File: src/hdl/mces_pkg.sv
`timescale 1ns / 1ps
// ----------------------------------------------------------------------------
// Morse element sequencer package
// Payload types, element codes, register indexes and the character table.
// ----------------------------------------------------------------------------
package mces_pkg;

  // Element codes carried on the result channel
  typedef enum logic [1:0] {
    ELEM_DIT   = 2'd0,
    ELEM_DAH   = 2'd1,
    ELEM_SPACE = 2'd2
  } elem_e;

  // Configuration register indexes
  localparam logic [1:0] REG_DIT   = 2'd0;
  localparam logic [1:0] REG_DAH   = 2'd1;
  localparam logic [1:0] REG_SPACE = 2'd2;

  // Reset values of the length registers
  localparam logic [15:0] DIT_RESET   = 16'd1000;
  localparam logic [15:0] DAH_RESET   = 16'd3000;
  localparam logic [15:0] SPACE_RESET = 16'd3000;

  // Item kinds
  localparam logic KIND_CHAR = 1'b0;
  localparam logic KIND_END  = 1'b1;

  // Character bounds
  localparam logic [7:0] CHAR_A    = 8'h41;
  localparam logic [7:0] CHAR_Z    = 8'h5A;
  localparam logic [7:0] CHAR_ZERO = 8'h30;
  localparam logic [7:0] CHAR_NINE = 8'h39;

  // Longest tone run of one character
  localparam int unsigned MAX_TONES = 5;

  typedef logic [MAX_TONES-1:0]         pat_t;
  typedef logic [$clog2(MAX_TONES+1)-1:0] len_t;

  // Input transaction
  typedef struct packed {
    logic       kind;
    logic [7:0] char_code;
  } in_t;

  // Result transaction
  typedef struct packed {
    elem_e       element;
    logic [15:0] duration;
    logic        last;
  } out_t;

  // Length registers as seen by the back end
  typedef struct packed {
    logic [15:0] dit_length;
    logic [15:0] dah_length;
    logic [15:0] space_length;
  } cfg_t;

  // Classified item: tone pattern, first element in the MSB, 1 = dah
  typedef struct packed {
    logic is_end;
    len_t len;
    pat_t pat;
  } desc_t;

  // Letter patterns A..Z, left aligned
  localparam pat_t LETTER_PAT [0:25] = '{
    5'b01000, 5'b10000, 5'b10100, 5'b10000, 5'b00000, 5'b00100, 5'b11000,
    5'b00000, 5'b00000, 5'b01110, 5'b10100, 5'b01000, 5'b11000, 5'b10000,
    5'b11100, 5'b01100, 5'b11010, 5'b01000, 5'b00000, 5'b10000, 5'b00100,
    5'b00010, 5'b01100, 5'b10010, 5'b10110, 5'b11000
  };

  localparam len_t LETTER_LEN [0:25] = '{
    3'd2, 3'd4, 3'd4, 3'd3, 3'd1, 3'd4, 3'd3,
    3'd4, 3'd2, 3'd4, 3'd3, 3'd4, 3'd2, 3'd2,
    3'd3, 3'd4, 3'd4, 3'd3, 3'd3, 3'd1, 3'd3,
    3'd4, 3'd3, 3'd4, 3'd4, 3'd4
  };

  // Digit patterns 0..9, all five elements long
  localparam pat_t DIGIT_PAT [0:9] = '{
    5'b11111, 5'b01111, 5'b00111, 5'b00011, 5'b00001,
    5'b00000, 5'b10000, 5'b11000, 5'b11100, 5'b11110
  };

endpackage

File: src/hdl/mces_front.sv
`timescale 1ns / 1ps
// ----------------------------------------------------------------------------
// Morse element sequencer front end
// Accepts input transactions, looks up the Morse pattern and pushes a
// descriptor into the queue. Unknown characters are dropped here.
// ----------------------------------------------------------------------------
module mces_front (
  input  mces_pkg::in_t   in_data_i,
  input  logic            in_valid_i,
  output logic            in_stall_o,
  input  logic            q_full_i,
  output logic            q_push_o,
  output mces_pkg::desc_t q_data_o
);

  logic       known;
  logic [7:0] letter_off;
  logic [7:0] digit_off;

  // Hold the input while the queue has no room
  assign in_stall_o = q_full_i;

  assign letter_off = in_data_i.char_code - mces_pkg::CHAR_A;
  assign digit_off  = in_data_i.char_code - mces_pkg::CHAR_ZERO;

  // Classify the character
  always_comb begin
    known           = 1'b1;
    q_data_o.is_end = 1'b0;
    q_data_o.len    = '0;
    q_data_o.pat    = '0;
    if (in_data_i.kind == mces_pkg::KIND_END) begin
      q_data_o.is_end = 1'b1;
    end else if (in_data_i.char_code inside {[mces_pkg::CHAR_A:mces_pkg::CHAR_Z]}) begin
      q_data_o.len = mces_pkg::LETTER_LEN[letter_off[4:0]];
      q_data_o.pat = mces_pkg::LETTER_PAT[letter_off[4:0]];
    end else if (in_data_i.char_code inside
                 {[mces_pkg::CHAR_ZERO:mces_pkg::CHAR_NINE]}) begin
      q_data_o.len = mces_pkg::len_t'(mces_pkg::MAX_TONES);
      q_data_o.pat = mces_pkg::DIGIT_PAT[digit_off[3:0]];
    end else begin
      known = 1'b0;
    end
  end

  // Push only items that produce elements
  assign q_push_o = in_valid_i && !q_full_i && known;

endmodule

File: src/hdl/mces_queue.sv
`timescale 1ns / 1ps
// ----------------------------------------------------------------------------
// Morse element sequencer descriptor queue
// Small register queue that decouples the front end from the back end.
// ----------------------------------------------------------------------------
module mces_queue #(
  parameter int unsigned DEPTH = 2
) (
  input  logic            clk_i,
  input  logic            rst_ni,
  input  logic            push_i,
  input  mces_pkg::desc_t data_i,
  output logic            full_o,
  input  logic            pop_i,
  output logic            valid_o,
  output mces_pkg::desc_t data_o
);

  localparam int unsigned PtrW = (DEPTH > 1) ? $clog2(DEPTH) : 1;
  localparam int unsigned CntW = $clog2(DEPTH + 1);
  localparam logic [PtrW-1:0] LastPtr = PtrW'(DEPTH - 1);

  mces_pkg::desc_t  slot_q [DEPTH];
  logic [PtrW-1:0]  wr_ptr_q, wr_ptr_d;
  logic [PtrW-1:0]  rd_ptr_q, rd_ptr_d;
  logic [CntW-1:0]  count_q, count_d;

  assign full_o  = (count_q == CntW'(DEPTH));
  assign valid_o = (count_q != '0);
  assign data_o  = slot_q[rd_ptr_q];

  // Advance pointers with explicit wrap
  always_comb begin
    wr_ptr_d = wr_ptr_q;
    rd_ptr_d = rd_ptr_q;
    count_d  = count_q;
    if (push_i) begin
      wr_ptr_d = (wr_ptr_q == LastPtr) ? '0 : wr_ptr_q + 1'b1;
    end
    if (pop_i) begin
      rd_ptr_d = (rd_ptr_q == LastPtr) ? '0 : rd_ptr_q + 1'b1;
    end
    if (push_i && !pop_i) begin
      count_d = count_q + 1'b1;
    end else if (!push_i && pop_i) begin
      count_d = count_q - 1'b1;
    end
  end

  always_ff @(posedge clk_i or negedge rst_ni) begin
    if (!rst_ni) begin
      wr_ptr_q <= '0;
      rd_ptr_q <= '0;
      count_q  <= '0;
    end else begin
      wr_ptr_q <= wr_ptr_d;
      rd_ptr_q <= rd_ptr_d;
      count_q  <= count_d;
    end
  end

  // Write the slot
  always_ff @(posedge clk_i) begin
    if (push_i) begin
      slot_q[wr_ptr_q] <= data_i;
    end
  end

endmodule

File: src/hdl/mces_back.sv
`timescale 1ns / 1ps
// ----------------------------------------------------------------------------
// Morse element sequencer back end
// Walks a descriptor to the output register, one element per unstalled cycle.
// ----------------------------------------------------------------------------
module mces_back (
  input  logic            clk_i,
  input  logic            rst_ni,
  input  mces_pkg::cfg_t  cfg_i,
  input  logic            q_valid_i,
  input  mces_pkg::desc_t q_data_i,
  output logic            q_pop_o,
  output logic            out_valid_o,
  input  logic            out_stall_i,
  output mces_pkg::out_t  out_data_o
);

  logic            act_q;
  logic            end_half_q;
  mces_pkg::desc_t desc_q;
  logic            out_valid_q;
  mces_pkg::out_t  out_data_q;
  mces_pkg::out_t  elem;

  logic out_ready;
  logic fire;
  logic tone;
  logic done;
  logic load;

  assign out_ready = !out_valid_q || !out_stall_i;
  assign fire      = act_q && out_ready;
  assign tone      = (desc_q.len != '0);
  assign done      = fire && elem.last;
  assign load      = (!act_q || done) && q_valid_i;
  assign q_pop_o   = load;

  // Build the current element
  always_comb begin
    if (tone) begin
      elem.element  = desc_q.pat[mces_pkg::MAX_TONES-1] ? mces_pkg::ELEM_DAH
                                                         : mces_pkg::ELEM_DIT;
      elem.duration = desc_q.pat[mces_pkg::MAX_TONES-1] ? cfg_i.dah_length
                                                         : cfg_i.dit_length;
      elem.last     = 1'b0;
    end else begin
      elem.element  = mces_pkg::ELEM_SPACE;
      elem.duration = cfg_i.space_length;
      elem.last     = !desc_q.is_end || end_half_q;
    end
  end

  // Load the next descriptor or step through the current one
  always_ff @(posedge clk_i or negedge rst_ni) begin
    if (!rst_ni) begin
      act_q      <= 1'b0;
      end_half_q <= 1'b0;
    end else if (load) begin
      act_q      <= 1'b1;
      end_half_q <= 1'b0;
    end else if (done) begin
      act_q      <= 1'b0;
    end else if (fire && !tone) begin
      end_half_q <= 1'b1;
    end
  end

  always_ff @(posedge clk_i) begin
    if (load) begin
      desc_q <= q_data_i;
    end else if (fire && tone) begin
      desc_q.len <= desc_q.len - 1'b1;
      desc_q.pat <= {desc_q.pat[mces_pkg::MAX_TONES-2:0], 1'b0};
    end
  end

  // Output register
  always_ff @(posedge clk_i or negedge rst_ni) begin
    if (!rst_ni) begin
      out_valid_q <= 1'b0;
    end else if (out_ready) begin
      out_valid_q <= fire;
    end
  end

  always_ff @(posedge clk_i) begin
    if (fire) begin
      out_data_q <= elem;
    end
  end

  assign out_valid_o = out_valid_q;
  assign out_data_o  = out_data_q;

endmodule

File: src/hdl/morse_code_element_sequencer_core.sv
`timescale 1ns / 1ps
// ----------------------------------------------------------------------------
// Morse code element sequencer
// Turns characters and end-of-message markers into timed dit, dah and
// space elements.
//
//   channel  | direction | handshake               | payload
//   ---------+-----------+-------------------------+------------------------
//   input    | in        | in_valid_i / in_stall_o | in_data_i  (kind, char)
//   result   | out       | out_valid_o/out_stall_i | out_data_o (elem, dur, last)
//   config   | in        | cfg_valid_i/cfg_ready_o | cfg_index_i, cfg_data_i
//
// A known character gives one element per tone and a closing space, two to
// six in all; an end marker gives two spaces and an unknown character none.
// The back end emits one element a cycle while the result is not stalled.
// Results pass through the queue, the descriptor and the output register.
// Reset clears the queue and all handshake state; lengths return to defaults.
// A stalled result holds the back end; the queue then fills and stalls input.
// ----------------------------------------------------------------------------
module morse_code_element_sequencer_core #(
  parameter int unsigned QUEUE_DEPTH = 2
) (
  input  logic                clk_i,
  input  logic                rst_ni,
  input  logic                in_valid_i,
  output logic                in_stall_o,
  input  mces_pkg::in_t       in_data_i,
  output logic                out_valid_o,
  input  logic                out_stall_i,
  output mces_pkg::out_t      out_data_o,
  input  logic                cfg_valid_i,
  output logic                cfg_ready_o,
  input  logic [1:0]          cfg_index_i,
  input  logic [15:0]         cfg_data_i
);

  mces_pkg::cfg_t  cfg_q;
  logic            push;
  logic            full;
  logic            pop;
  logic            q_valid;
  mces_pkg::desc_t front_desc;
  mces_pkg::desc_t back_desc;

  assign cfg_ready_o = 1'b1;

  // Length registers; writes beyond the list are dropped
  always_ff @(posedge clk_i or negedge rst_ni) begin
    if (!rst_ni) begin
      cfg_q.dit_length   <= mces_pkg::DIT_RESET;
      cfg_q.dah_length   <= mces_pkg::DAH_RESET;
      cfg_q.space_length <= mces_pkg::SPACE_RESET;
    end else if (cfg_valid_i && cfg_ready_o) begin
      case (cfg_index_i)
        mces_pkg::REG_DIT:   cfg_q.dit_length   <= cfg_data_i;
        mces_pkg::REG_DAH:   cfg_q.dah_length   <= cfg_data_i;
        mces_pkg::REG_SPACE: cfg_q.space_length <= cfg_data_i;
        default: begin
        end
      endcase
    end
  end

  mces_front u_front (
    .in_data_i  (in_data_i),
    .in_valid_i (in_valid_i),
    .in_stall_o (in_stall_o),
    .q_full_i   (full),
    .q_push_o   (push),
    .q_data_o   (front_desc)
  );

  mces_queue #(
    .DEPTH (QUEUE_DEPTH)
  ) u_queue (
    .clk_i   (clk_i),
    .rst_ni  (rst_ni),
    .push_i  (push),
    .data_i  (front_desc),
    .full_o  (full),
    .pop_i   (pop),
    .valid_o (q_valid),
    .data_o  (back_desc)
  );

  mces_back u_back (
    .clk_i       (clk_i),
    .rst_ni      (rst_ni),
    .cfg_i       (cfg_q),
    .q_valid_i   (q_valid),
    .q_data_i    (back_desc),
    .q_pop_o     (pop),
    .out_valid_o (out_valid_o),
    .out_stall_i (out_stall_i),
    .out_data_o  (out_data_o)
  );

endmodule

File: config.mk
export PLATFORM = sky130hd
export DESIGN_NAME = morse_code_element_sequencer_core
export DESIGN_NICKNAME = d
export VERILOG_FILES = /design/src/hdl/mces_pkg.sv /design/src/hdl/mces_front.sv /design/src/hdl/mces_queue.sv /design/src/hdl/mces_back.sv /design/src/hdl/morse_code_element_sequencer_core.sv
export SDC_FILE = /design/constraint.sdc
export NUM_CORES = 1
export LEC_CHECK = 0
export ABC_AREA = 1
export BUFFER_PORTS_ARGS = -buffer_cell sky130_fd_sc_hd__buf_2
export CELL_PAD_IN_SITES_DETAIL_PLACEMENT = 0
export CELL_PAD_IN_SITES_GLOBAL_PLACEMENT = 2
export CORE_MARGIN = 2
export CORE_UTILIZATION = 33
export DETAILED_ROUTE_END_ITERATION = 7
export HOLD_SLACK_MARGIN = 0.1
export PLACE_DENSITY = 0.83
export SLEW_MARGIN = 10
export SYNTH_ARGS = -nofsm -noshare
export SYNTH_HDL_FRONTEND = slang
export SYNTH_HIERARCHICAL = 1
export SYNTH_SLANG_ARGS = --single-unit
File: constraint.sdc
create_clock -name clk_i -period 1.81 [get_ports clk_i]
set_input_delay 0.4525 -clock clk_i [delete_from_list [all_inputs] [get_ports clk_i]]
set_output_delay 0.4525 -clock clk_i [all_outputs]
set_load 0.02 [all_outputs]
==> metrics.txt <==
fraction of layout cells with a size suffix above 1 28.8%; Syn Nets 626; ANT cells 0; Syn Std Cell Area 5270 um^2; crit path cell chain buf_4 -> clkinvlp_4 -> ha_4 -> o21ai_1 -> a21oi_1 -> inv_1 -> nand2_2 -> o21ai_2 -> inv_2 -> inv_1 -> nor2_2; Clock Latency Late Sink 0.35 ns; ranking of synthesized cells by area edfxtp_1, dfrtp_1, nand2_1, dfstp_2, nand4_1; final setup fails 0; Top-Level Pins 54; Die Ht 130 um; CTS H-tree depth 3; Yosys cell types 36; Finished Layout Cells 893; via count 4259; WP data required 1.85 ns; Tmin final 1.70 ns; critical path peak fanout 6; dpl cells 873; register cell area after layout 2780 um^2; Final Cycle Share 93.8%; Seq pwr share 42.6%; Synth area leader edfxtp_1; global-route wire length before repair 21500 um; Yosys warning total 6; Starting Density 33.4%; reg2reg setup slack 0.12 ns; DR iter-0 viols 292; largest net degree at the start of global routing 56; crit path capture type flip-flop; share of the synthesized area in the top cell type 26.2%; critical path's top delay family buffers and inverters; synth-to-layout area growth 21.0%; clock network fraction of total power 22.4%; worst slew pin tran 0.565 ns; Num CTS Buffers 9; Main synth FF type edfxtp_1; number of synthesized flops with an enable pin 46; Final Hold Viols 0; clock root cell clkbuf_16; peak supply drop 0.484 mV; Mapped Cells 584; fin nets 714; worst-case clock buffer depth 2; Design Area, Final 6380 um^2; most frequent CP cell inv_1; die area 17000 um^2; multi-input logic area 2180 um^2; Post-DP HPWL 9340 um; Max Cap Viol 0; max_slew headroom 62.3%; antenna viol nets, final 0; critical path data arrival time 1.74 ns; grt total ovfl 0; Pins Over Slew Limit 0; Register-to-Register Path Depth 10; PortBufs 52; CP Launch Type input port; CTS tree built; Clock transition at path regs 0.07 ns; total wire length 13200 um; FMAX 589 MHz; Avg WL per Cell 14.8 um; min-delay worst type in -> async; Seq/Total Area, Yosys 52.8%; R2R Path End u_back/desc_q[6]; antenna violations before repair 0; post-layout util 40.4%; GRT Total Usage 16.5%; P_sw 2.99 mW; reg2reg start u_back/desc_q[5]; #FFs+latches synth 101; switch share 35.4%; Num Clock Sinks 101; slowest CP cell nor2_2; combinational share of power 34.9%; Crit Path Category in -> reg; worst hold slack 0.0967 ns; # DRC 0; vias per inst 4.77; syn avg cell area 9.02 um^2; PD cells 1330 nW/um^2; internal power of the cells 5.46 mW; number of global-route vias before repair 4254; slowest stage delay, CP 0.21 ns; RSZ-0062 raised after global routing yes; CP Buf/Inv Count 5; async set or reset register ratio after synthesis 54.5%; gpl congestion 0.902; FP Rows 46; outcome complete, no violations; skew final 0.00710 ns; Core Region 15800 um^2; # fillers 1621; first drt pass iteration count 4; Leakage 3.02 nW; Placed Area 6050 um^2; die extent in x 130 um
[cell usage after synthesis, drive strengths merged, types with 3 or more instances]
library cell,number
buf,29
dfstp,20
o21ai,8
dfrtp,35
nand3,39
a21oi,41
mux2,9
nand4,34
nand2,217
xor2,3
edfxtp,46
inv,39
ha,10
nor2,43
[worst reg2reg max path: stages, from the launching register on]
cell and delay, ns:
edfxtp_1 0.37, inv_2 0.08, ha_1 0.14, inv_1 0.06
nor2_4 0.09, nand3_2 0.09, nand2_4 0.08, nand2_2 0.06
buf_4 0.17, o21ai_1 0.08, buf_4 0.18
[cells in the final DEF, fill, tap and decap left out, types with 2 or more instances in the layout]
cell type	instances
nand4_1	34
inv_2	10
nand3_2	4
nand3_1	33
clkbuf_16	9
clkinvlp_4	3
clkinv_1	2
o21ai_0	5
dfrtp_1	35
nand2_4	3
ha_1	6
nor2_2	4
dfstp_2	20
o21ai_1	2
buf_2	51
nor2_4	5
ha_4	3
nand2_1	205
inv_1	25
xor2_1	3
mux2_4	9
clkbuf_1	2
nand3_4	2
edfxtp_1	46
nor2_1	34
inv_4	3
a21oi_1	41
buf_4	53
buf_12	2
nand2_2	9
[sequential cells by signal (all words and copies together), names as in the netlist]
register,cells
cfg_q,48
u_queue/slot_q,18
u_queue/wr_ptr_q,1
u_back/act_q,1
u_back/end_half_q,1
u_back/out_valid_o,1
u_back/out_data_o,19
u_queue/rd_ptr_q,1
u_back/desc_q,9
u_queue/count_q,2
[how the worst max path moves through the flow]
stage / from / endpoint / slack, ns / depth (start not counted)
floorplan: in_data_i[1] / u_queue/count_q[1] / -0.04 / 13
global placement: in_data_i[1] / u_queue/slot_q[0][3] / -0.23 / 11
detailed placement: in_data_i[1] / u_queue/slot_q[0][6] / -0.29 / 11
CTS: u_back/desc_q[5] / u_queue/count_q[1] / 0.07 / 14
global route: u_back/desc_q[5] / u_queue/count_q[1] / -0.03 / 14
finish: in_data_i[1] / u_queue/slot_q[0][2] / 0.11 / 11
[layer usage]
metal	vias up	share of wire (%)	track usage, %
met1	2028	43	19.8
met2	98	51	29.0
met5	-	0	0
li1	2115	-	-
met3	18	4.0	2.79
met4	0	2.0	7.57
[layout make-up]
cell class,instances,share of cell area (%)
Clock buffer,11,3.65
Clock inverter,5,0.844
Inverter,40,2.53
Multi-Input combinational cell,414,34.2
Sequential cell,101,43.6
Tap cell,216,4.24
Timing Repair Buffer,106,10.9
[power groups by stage]
stage,clock (mW),combinational [mW],sequential (mW)
finish,1.90,2.95,3.60
global route,2.05,3.30,3.68
CTS,1.95,2.93,3.60
detailed placement,0,2.92,3.65
global placement,0,2.90,3.61
floorplan,0,1.76,3.84
[stage by stage]
| step | power [mW] | TNS (ns) | worst slack, ns |
|---|---|---|---|
| final | 8.45 | 0 | 0.112 |
| after CTS | 8.48 | 0 | 0.0740 |
| after global placement | 6.51 | -5.77 | -0.226 |
| after floorplan | 5.60 | -0.241 | -0.0390 |
| after detailed placement | 6.56 | -7.27 | -0.286 |
| after global routing | 9.03 | -0.279 | -0.0341 |
[cell families (layout without fill, tap and decap cells)]
family	after synthesis	count (layout)	synth area share, %
xor+xnor	4	4	0.665
simple gates	335	336	28.9
buf+inv	70	162	7.20
fa+ha+maj	10	10	2.37
compound gates	54	54	5.37
other cells	1	1	0.0712
mux	9	9	2.56
flops	101	101	52.8
[repair_timing]
| action | CTS | global route |
|---|---|---|
| setup buffers | 0 | 3 |
| setup endpoints to repair | 0 | 18 |
| resized for setup | 0 | 5 |
| hold buffers | 0 | 0 |
Note: power is estimated with default switching activity, not from simulation.
